<file path="src/hdl/bc_pkg.sv">
package bc_pkg;

    localparam int VALUE_WIDTH = 64;
    localparam int FIELD_WIDTH = 64;
    localparam int CNT_WIDTH   = $clog2(VALUE_WIDTH);

    typedef logic [VALUE_WIDTH-1:0] t_value;
    typedef logic [FIELD_WIDTH-1:0] t_field;
    typedef logic [CNT_WIDTH-1:0]   t_cnt;

    localparam t_value VAL_ZERO = t_value'(0);
    localparam t_value VAL_ONE  = t_value'(1);
    localparam t_value VAL_ALL  = ~VAL_ZERO;
    localparam t_cnt   CNT_LAST = t_cnt'(VALUE_WIDTH - 1);
    localparam t_cnt   CNT_ZERO = t_cnt'(0);

    typedef struct packed {
        logic start;
    } t_mdu_ctl;

    typedef struct packed {
        logic done;
        logic ovf;
    } t_mdu_sts;

endpackage

</file>
<file path="src/hdl/bc_mdu.sv">
module bc_mdu (
    input  logic              i_clk,
    input  logic              i_rst_n,
    input  bc_pkg::t_mdu_ctl  i_ctl,
    input  bc_pkg::t_value    i_mcand,
    input  bc_pkg::t_value    i_mplier,
    input  bc_pkg::t_value    i_divisor,
    output bc_pkg::t_mdu_sts  o_sts,
    output bc_pkg::t_value    o_quot
);
    import bc_pkg::*;

    typedef enum logic [3:0] {
        M_IDLE = 4'b0001,
        M_MUL  = 4'b0010,
        M_CHK  = 4'b0100,
        M_DIV  = 4'b1000
    } t_mstate;

    t_mstate r_state, n_state;
    t_value  r_hi, n_hi;
    t_value  r_lo, n_lo;
    t_value  r_mc, n_mc;
    t_value  r_dv, n_dv;
    t_cnt    r_cnt, n_cnt;
    logic    r_done, n_done;
    logic    r_ovf, n_ovf;

    logic [VALUE_WIDTH:0]   mul_sum;
    logic [VALUE_WIDTH:0]   div_sh;
    logic [VALUE_WIDTH+1:0] div_diff;
    logic                   q_bit;

    // shift-add multiply, one multiplier bit per cycle, lsb first
    assign mul_sum = {1'b0, r_hi} + (r_lo[0] ? {1'b0, r_mc} : {1'b0, VAL_ZERO});

    // restoring divide, one quotient bit per cycle, msb first
    assign div_sh   = {r_hi, r_lo[VALUE_WIDTH-1]};
    assign div_diff = {1'b0, div_sh} - {2'b00, r_dv};
    assign q_bit    = ~div_diff[VALUE_WIDTH+1];

    always_comb begin
        n_state = r_state;
        n_hi    = r_hi;
        n_lo    = r_lo;
        n_mc    = r_mc;
        n_dv    = r_dv;
        n_cnt   = r_cnt;
        n_done  = 1'b0;
        n_ovf   = r_ovf;
        unique case (r_state)
            M_IDLE: begin
                if (i_ctl.start) begin
                    n_hi    = VAL_ZERO;
                    n_lo    = i_mplier;
                    n_mc    = i_mcand;
                    n_dv    = i_divisor;
                    n_cnt   = CNT_LAST;
                    n_state = M_MUL;
                end
            end
            M_MUL: begin
                n_hi  = mul_sum[VALUE_WIDTH:1];
                n_lo  = {mul_sum[0], r_lo[VALUE_WIDTH-1:1]};
                n_cnt = r_cnt - 1'b1;
                if (r_cnt == CNT_ZERO) begin
                    n_state = M_CHK;
                end
            end
            M_CHK: begin
                // quotient needs more than one word when the high half reaches the divisor
                if (r_hi >= r_dv) begin
                    n_ovf   = 1'b1;
                    n_done  = 1'b1;
                    n_state = M_IDLE;
                end else begin
                    n_ovf   = 1'b0;
                    n_cnt   = CNT_LAST;
                    n_state = M_DIV;
                end
            end
            M_DIV: begin
                n_hi  = q_bit ? div_diff[VALUE_WIDTH-1:0] : div_sh[VALUE_WIDTH-1:0];
                n_lo  = {r_lo[VALUE_WIDTH-2:0], q_bit};
                n_cnt = r_cnt - 1'b1;
                if (r_cnt == CNT_ZERO) begin
                    n_done  = 1'b1;
                    n_state = M_IDLE;
                end
            end
            default: begin
                n_state = M_IDLE;
            end
        endcase
    end

    always_ff @(posedge i_clk) begin
        if (!i_rst_n) begin
            r_state <= M_IDLE;
            r_done  <= 1'b0;
            r_ovf   <= 1'b0;
        end else begin
            r_state <= n_state;
            r_done  <= n_done;
            r_ovf   <= n_ovf;
        end
    end

    always_ff @(posedge i_clk) begin
        r_hi  <= n_hi;
        r_lo  <= n_lo;
        r_mc  <= n_mc;
        r_dv  <= n_dv;
        r_cnt <= n_cnt;
    end

    assign o_sts.done = r_done;
    assign o_sts.ovf  = r_ovf;
    assign o_quot     = r_lo;

    a_start_idle: assert property (@(posedge i_clk) disable iff (!i_rst_n)
        i_ctl.start |-> r_state == M_IDLE)
        else $error("mdu start while busy");

    a_rem_below_div: assert property (@(posedge i_clk) disable iff (!i_rst_n)
        r_state == M_DIV |-> r_hi < r_dv)
        else $error("partial remainder not below divisor");

    a_done_pulse: assert property (@(posedge i_clk) disable iff (!i_rst_n)
        r_done |-> r_state == M_IDLE && $past(r_state) != M_MUL)
        else $error("done without finishing a round");

endmodule

</file>
<file path="src/hdl/binomial_coefficient.sv">
// channel | direction | handshake            | payload
// --------+-----------+----------------------+--------------------------------
// in      | input     | i_valid / o_ready    | i_pool_size, i_choose_count
// out     | output    | o_valid / i_ready    | o_coefficient, o_overflowed
//
// k above n, k zero or k equal to n: result is set in S_PREP with no rounds
// otherwise rounds = min(k, n-k),
// cut short at the first round whose value passes VALUE_WIDTH bits (at most ~34 at 64)
// each round is a bit-serial multiply then a bit-serial restoring divide in bc_mdu
// reset: synchronous active-low i_rst_n clears control state, output channel empties
// a new item is taken while the previous result waits in the output register
module binomial_coefficient (
    input  logic           i_clk,
    input  logic           i_rst_n,
    input  logic           i_valid,
    output logic           o_ready,
    input  bc_pkg::t_field i_pool_size,
    input  bc_pkg::t_field i_choose_count,
    output logic           o_valid,
    input  logic           i_ready,
    output bc_pkg::t_field o_coefficient,
    output logic           o_overflowed
);
    import bc_pkg::*;

    typedef enum logic [4:0] {
        S_IDLE = 5'b00001,
        S_PREP = 5'b00010,
        S_SEL  = 5'b00100,
        S_STEP = 5'b01000,
        S_DONE = 5'b10000
    } t_state;

    t_state   r_state, n_state;
    t_value   r_n, n_n;
    t_value   r_k, n_k;
    t_value   r_b, n_b;
    t_value   r_m, n_m;
    t_value   r_d, n_d;
    t_value   r_left, n_left;
    logic     r_res_ovf, n_res_ovf;
    logic     r_go, n_go;
    logic     r_ovalid, n_ovalid;
    t_value   r_ocoef;
    logic     r_oovf;

    logic [VALUE_WIDTH:0] nk_diff;
    logic                 in_xfer;
    logic                 out_load;
    t_mdu_ctl             mdu_ctl;
    t_mdu_sts             mdu_sts;
    t_value               mdu_quot;

    assign o_ready  = (r_state == S_IDLE);
    assign in_xfer  = i_valid & o_ready;
    assign out_load = (r_state == S_DONE) & (~r_ovalid | i_ready);
    assign nk_diff  = {1'b0, r_n} - {1'b0, r_k};
    assign mdu_ctl.start = r_go;

    bc_mdu u_mdu (
        .i_clk     (i_clk),
        .i_rst_n   (i_rst_n),
        .i_ctl     (mdu_ctl),
        .i_mcand   (r_b),
        .i_mplier  (r_m),
        .i_divisor (r_d),
        .o_sts     (mdu_sts),
        .o_quot    (mdu_quot)
    );

    always_comb begin
        n_state   = r_state;
        n_n       = r_n;
        n_k       = r_k;
        n_b       = r_b;
        n_m       = r_m;
        n_d       = r_d;
        n_left    = r_left;
        n_res_ovf = r_res_ovf;
        n_go      = 1'b0;
        unique case (r_state)
            S_IDLE: begin
                if (in_xfer) begin
                    n_n     = i_pool_size[VALUE_WIDTH-1:0];
                    n_k     = i_choose_count[VALUE_WIDTH-1:0];
                    n_state = S_PREP;
                end
            end
            S_PREP: begin
                n_res_ovf = 1'b0;
                if (nk_diff[VALUE_WIDTH]) begin
                    n_b     = VAL_ZERO;
                    n_state = S_DONE;
                end else if (r_k == VAL_ZERO || r_k == r_n) begin
                    n_b     = VAL_ONE;
                    n_state = S_DONE;
                end else begin
                    // hold n-k until the smaller side is picked
                    n_left  = nk_diff[VALUE_WIDTH-1:0];
                    n_state = S_SEL;
                end
            end
            S_SEL: begin
                n_left  = (r_left < r_k) ? r_left : r_k;
                n_b     = VAL_ONE;
                n_d     = VAL_ONE;
                n_m     = r_n;
                n_go    = 1'b1;
                n_state = S_STEP;
            end
            S_STEP: begin
                if (mdu_sts.done) begin
                    if (mdu_sts.ovf) begin
                        n_b       = VAL_ALL;
                        n_res_ovf = 1'b1;
                        n_state   = S_DONE;
                    end else begin
                        n_b    = mdu_quot;
                        n_left = r_left - VAL_ONE;
                        n_d    = r_d + VAL_ONE;
                        n_m    = r_m - VAL_ONE;
                        if (r_left == VAL_ONE) begin
                            n_state = S_DONE;
                        end else begin
                            n_go = 1'b1;
                        end
                    end
                end
            end
            S_DONE: begin
                if (out_load) begin
                    n_state = S_IDLE;
                end
            end
            default: begin
                n_state = S_IDLE;
            end
        endcase
    end

    assign n_ovalid = out_load | (r_ovalid & ~i_ready);

    always_ff @(posedge i_clk) begin
        if (!i_rst_n) begin
            r_state  <= S_IDLE;
            r_go     <= 1'b0;
            r_ovalid <= 1'b0;
        end else begin
            r_state  <= n_state;
            r_go     <= n_go;
            r_ovalid <= n_ovalid;
        end
    end

    always_ff @(posedge i_clk) begin
        r_n       <= n_n;
        r_k       <= n_k;
        r_b       <= n_b;
        r_m       <= n_m;
        r_d       <= n_d;
        r_left    <= n_left;
        r_res_ovf <= n_res_ovf;
        if (out_load) begin
            r_ocoef <= r_b;
            r_oovf  <= r_res_ovf;
        end
    end

    assign o_valid       = r_ovalid;
    assign o_coefficient = FIELD_WIDTH'(r_ocoef);
    assign o_overflowed  = r_oovf;

    a_step_left: assert property (@(posedge i_clk) disable iff (!i_rst_n)
        r_state == S_STEP |-> r_left != VAL_ZERO)
        else $error("round running with no rounds left");

    a_done_in_step: assert property (@(posedge i_clk) disable iff (!i_rst_n)
        mdu_sts.done |-> r_state == S_STEP)
        else $error("mdu result outside a round");

    a_sat_ones: assert property (@(posedge i_clk) disable iff (!i_rst_n)
        r_ovalid && r_oovf |-> r_ocoef == VAL_ALL)
        else $error("overflow flagged without saturated value");

endmodule
</file>
<file path="config.mk">
export PLATFORM = sky130hd
export DESIGN_NAME = binomial_coefficient
export DESIGN_NICKNAME = d
export VERILOG_FILES = /design/src/hdl/bc_pkg.sv /design/src/hdl/bc_mdu.sv /design/src/hdl/binomial_coefficient.sv
export SDC_FILE = /design/constraint.sdc
export NUM_CORES = 2
export LEC_CHECK = 0
export BUFFER_PORTS_ARGS = -buffer_cell sky130_fd_sc_hd__buf_2
export CAP_MARGIN = 10
export CORE_ASPECT_RATIO = 0.7
export CORE_MARGIN = 10
export CORE_UTILIZATION = 53
export CTS_BUF_LIST = sky130_fd_sc_hd__clkbuf_8
export CTS_CLUSTER_DIAMETER = 50
export CTS_CLUSTER_SIZE = 16
export DETAILED_ROUTE_END_ITERATION = 6
export PLACE_DENSITY = 0.7
export SYNTH_ARGS = -nofsm -noshare
export SYNTH_HDL_FRONTEND = slang
export SYNTH_HIERARCHICAL = 1
export SYNTH_SLANG_ARGS = --single-unit
</file>
<file path="constraint.sdc">
create_clock -name i_clk -period 46.7 [get_ports i_clk]
set_input_delay 4.67 -clock i_clk [delete_from_list [all_inputs] [get_ports i_clk]]
set_output_delay 4.67 -clock i_clk [all_outputs]
set_load 0.02 [all_outputs]
</file>
=== Word level (Yosys, flattened, before mapping) ===
Cells that the tools add are included.

* Flip-flop bits (word level): 725
* Input port bits: 132
* Output and inout port bits: 67

* Add/subtract/negate cells: 7
* Order comparisons: 2
* Eq/ne operators: 25
* Multiplexer cells: 49
* Bitwise operators: 8
* Reduce and logical (&&, ||, !) cells: 19

{| class="wikitable"
|+ Operator list
! kind !! number
|-
| 64-bit two-way mux || 17
|-
| 64-bit case mux with 3 select lines || 4
|-
| 64-bit case mux with 2 select lines || 2
|-
| 64-bit by 1-bit subtractor with 64-bit output (second input constant) || 2
|-
| 65-bit by 64-bit subtractor with 66-bit output || 1
|-
| 64-bit by 65-bit adder with 65-bit output || 1
|-
| 64-bit by 64-bit subtractor with 65-bit output || 1
|-
| 64-bit by 1-bit adder with 64-bit output (second input constant) || 1
|-
| 64-bit by 1-bit == test with 1-bit output (second input constant) || 1
|-
| 64-bit == test || 1
|-
| 64-bit greater-or-equal comparator || 1
|-
| 64-bit zero test || 1
|-
| 64-bit < comparator || 1
|-
| 5-bit two-way mux || 7
|-
| 5-bit case mux with 5 select lines || 1
|-
| 6-bit case mux with 3 select lines || 1
|-
| 4-bit two-way mux || 4
|-
| 4-bit case mux with 4 select lines || 1
|-
| 3-bit AND reduction || 5
|-
| 2-bit != test (second input constant) || 7
|-
| 6-bit two-way mux || 2
|-
| 2-bit by 1-bit != test with 1-bit output (second input constant) || 5
|-
| 3-bit nonzero test || 3
|-
| 1-bit two-way mux || 7
|-
| 23 further kinds || 33
|}

=== Depth between registers and ports, before layout ===
* Word-level depth: 5
* Gate-level depth with buffers: 16
* Mapped depth without buffers: 14

=== Cells and area by module ===
Netlist, hierarchy kept.

{| class="wikitable"
|+ By module, submodules not included
! module !! times used !! cells each !! area each (um^2) !! seq. area each (um^2)
|-
| binomial_coefficient || 1 || 2,381 || 25,463.2 || 13,653.1
|-
| bc_mdu || 1 || 2,112 || 19,966.6 || 7,987.7
|}

=== Least setup slack after synthesis ===
Ideal clock, no wire load.

* Kind: reg-to-reg
* Start point: reg, netlist name r_state[4]
* End point: reg r_left[0], enable pin
* Library setup time: 0.578 ns
* Arrival: 15.172 ns
* Data required time: 46.122 ns
* Slack: 30.950 ns
* Stages on the path, launching flop included: 8
* Path buffers: 0
* Clock period less this slack: 15.750 ns
* Cells stage by stage: dfxtp_1 -> nor2_1 -> nand4bb_1 -> inv_1 -> nand2_1 -> o21ai_0 -> o22ai_1 -> nor3b_1

{| class="wikitable"
|+ RTL lines
! what !! RTL line !! source
|-
| end signal, assigned || binomial_coefficient.sv:161 || <nowiki>r_left <= n_left;</nowiki>
|-
| end, declared || binomial_coefficient.sv:40 || <nowiki>t_value r_left, n_left;</nowiki>
|}

==> flow_metrics.py <==
metrics = {
    "detailed_routing": {
        "vias_per_cell": 6.12,
        "vias": 35467,
        "drt_pass1_iterations": 6,
        "wl_per_cell_um": 21.9,
        "drt-initial-drc-count": 4263,
        "routed_wirelength_um": 127000,
        "route.antenna.remaining_nets": 0,
        "drc": 0,
    },
    "pwr": {
        "p_sw_frac": 0.276,
        "power.density_nw_per_um2": 28.1,
        "pwr-share-seq": 0.554,
        "p_switching_w": 0.000380,
        "intPower_w": 0.000995,
        "pwr-share-clk": 0.312,
        "p_leak_nw": 18.7,
        "ir_drop_uv": 29.7,
        "comb_power_share": 0.134,
    },
    "die": {
        "die_area_sq_um": 98000,
        "die_h_um": 265,
        "num_rows": 89,
        "initial_core_util": 0.537,
        "io_pins": 199,
        "core_sq_um": 84600,
        "fp.dieW_um": 370,
    },
    "sta": {
        "worst_pin_slew_ps": 1100,
        "final-setup-viol-count": 0,
        "slew_headroom": 0.245,
        "period_share": 0.140,
        "finalMaxSlewViolations": 0,
        "clock.fmax_mhz": 153,
        "skew_ps": 35.4,
        "rsz0062_at_grt": "no",
        "finalHoldViolCount": 0,
        "tns_ps": 0,
        "fin_crit_ps": 6520,
    },
    "finish": {
        "nNetsFinal": 5071,
        "fill_cells": 7299,
        "drive_above_1_share": 0.0900,
        "syn_to_final_growth_pct": 7.61,
        "fin_area_sq_um": 48900,
    },
    "worst_setup_path": {
        "worstPathMaxFanout": 4,
        "worst-endpoint-arrival_ps": 1850,
        "critPathKind": "flip-flop to primary output",
        "path_buf_inv": 2,
        "critPathRequiredTime_ps": 42030,
        "cp_top_family": "simple AND/OR/NAND/NOR gates",
        "cp_cell_sequence": "nor2_1 > nand3_1 > inv_1 > buf_2",
        "crit_path_end_kind": "primary output",
        "startpoint_type": "flip-flop",
        "max_stage_delay_ps": 340,
        "cpMaxStageDelayCell": "dfxtp_1",
    },
    "cts": {
        "htreeDepth": 3,
        "clockBufferDepth": 3,
        "post_cts_buffers": 0,
        "hold_buffers": 0,
        "root_buffer": "clkbuf_8",
        "cts_sinks": 725,
        "clk_pin_slew_ps": 100,
        "tritoncts": "built",
        "cts-resized-gates": 0,
        "clock_latency_ps": 730,
        "cts_made_buffers": 72,
    },
    "grt": {
        "grt_max_degree": 100,
        "antenna_found_initial": 2,
        "grt_pass1_vias": 32376,
        "grt_overflow": 0,
        "grt_use_total": 0.250,
        "grt_pass1_wl_um": 194000,
    },
    "yosys": {
        "yosysSeqAreaShare": 0.476,
        "synth_top_cell_by_area": "edfxtp_1",
        "syn_inst": 4493,
        "ys_seq_elements": 725,
        "ys.flop_type": "edfxtp_1",
        "async_flop_share": 0,
        "yosys.area.top_type_share": 0.471,
        "yosys-top-cells-area": "edfxtp_1 47%, ha_1 9.0%, nand2_1 3.8%",
        "synth_edf_count": 712,
        "syn_area_per_cell_sq_um": 10.1,
        "netlist_area_sq_um": 45400,
        "ys_types": 105,
        "yosysWarnings": 6,
        "syn_nets": 4953,
    },
    "placed_design": {
        "place_area_sq_um": 47400,
        "place.gp.congestion": 0.945,
        "io_buffers": 198,
        "dp_hpwl_um": 95900,
    },
    "run_status": {
        "outcome": "finished clean",
    },
    "run": {
        "cap_violations": 0,
    },
    "min_path": {
        "hold_path_class": "flip-flop to flip-flop",
    },
}
[kinds of logic (layout without fill, tap and decap cells)]
group | after synthesis | after routing | synth area share
buf+inv | 380 | 545 | 0.0330
fa+ha+maj | 328 | 328 | 0.0908
other cells | 0 | 2 | 0
compound gates | 1145 | 1145 | 0.160
mux | 55 | 55 | 0.0122
xor+xnor | 330 | 330 | 0.0636
simple gates | 1530 | 1530 | 0.164
flops | 725 | 725 | 0.476
[cells in the mapped netlist, types with 15 or more instances]
master / instances
a22oi_1: 104
or3_1: 32
a21oi_1: 286
nand2b_1: 31
o221ai_1: 20
a31oi_1: 36
o31ai_1: 15
o21ai_0: 274
nand3_1: 107
nor2_1: 416
o211ai_1: 16
a211oi_1: 24
xor2_1: 161
and2_1: 82
o22ai_1: 51
ha_1: 325
a21o_1: 141
mux2i_1: 52
nor4_1: 52
nand4_1: 84
o21bai_1: 36
nand2_1: 462
edfxtp_1: 712
o21a_1: 25
xnor2_1: 169
and3_1: 39
nor3_1: 77
clkbuf_1: 149
nor2b_1: 33
or4_1: 19
o21ai_1: 20
inv_1: 200
[routing by layer]
layer  part of all wire  vias up  track usage
li1                   -    16929            -
met1               0.48    16823        0.399
met2               0.40     1567        0.340
met3              0.093      146       0.0462
met4              0.024        2       0.0622
met5            0.00010        -            0
[final cells by class]
type | count | area [sq um] | area share
diodes | 2 | 5.00 | 0.000102
clock buffers | 75 | 1030 | 0.0211
clock inverters | 46 | 470 | 0.00962
inverters | 200 | 751 | 0.0154
multi-input cells | 3388 | 22400 | 0.458
flip-flops and latches | 725 | 21600 | 0.443
well taps | 1137 | 1420 | 0.0291
repair buffers | 224 | 1190 | 0.0243
[cells in the final DEF, fill, tap and decap left out, types with 31 or more instances in the layout]
master    instances
edfxtp_1        712
buf_2           198
nor2b_1          32
inv_1           210
xor2_1          161
nor2_1          412
and2_1           80
a21o_1          141
nand2_1         461
a22oi_1         104
clkbuf_8         75
nand4_1          84
nand3_1         107
xnor2_1         169
and3_1           39
a21oi_1         286
nand2b_1         31
mux2i_1          52
or3_1            31
o21bai_1         36
ha_1            325
nor4_1           52
nor3_1           76
o21ai_0         273
a31oi_1          36
o22ai_1          51
[final timing paths]
| path | from | end | slack, ps | cells past startpoint |
|---|---|---|---|---|
| min reg2reg | r_res_ovf | o_overflowed | 440 | 0 |
| max | r_state[4] | o_ready | 40180 | 4 |
| max reg2reg | r_k[0] | r_left[5] | 41660 | 12 |
| min | r_res_ovf | o_overflowed | 440 | 0 |
[power by group through the flow]
stage / Combinational (W) / Clock (W) / Sequential, W
after floorplan: 0.000128 / 0 / 0.000765
after global placement: 0.000176 / 0 / 0.000776
after detailed placement: 0.000177 / 0 / 0.000775
after CTS: 0.000179 / 0.000440 / 0.000761
after global routing: 0.000203 / 0.000465 / 0.000763
final: 0.000184 / 0.000429 / 0.000762
[registers in the layout, summed over array words and instances, names as in the netlist, 4 cells and up]
signal         count
r_b               64
o_coefficient     64
r_left            64
u_mdu/r_hi        64
u_mdu/r_dv        64
u_mdu/r_mc        64
r_m               64
u_mdu/r_state      4
u_mdu/r_cnt        6
r_k               64
u_mdu/o_quot      64
r_state            5
r_d               64
r_n               64
[through the flow]
step           std cells  hold slack [ps]  worst slack (ps)  utilization  total power (W)
2_1_floorplan       4493              400             30950            -         0.000893
3_3_place_gp        5674              429             40070        0.560         0.000952
3_5_place_dp        5674              416             40040        0.560         0.000953
4_1_cts             5795              439             40120        0.578          0.00138
5_1_grt             5795              457             40020        0.578          0.00143
6_report            5797              439             40180        0.578          0.00137
No activity file was read; power rests on OpenSTA's default activity.
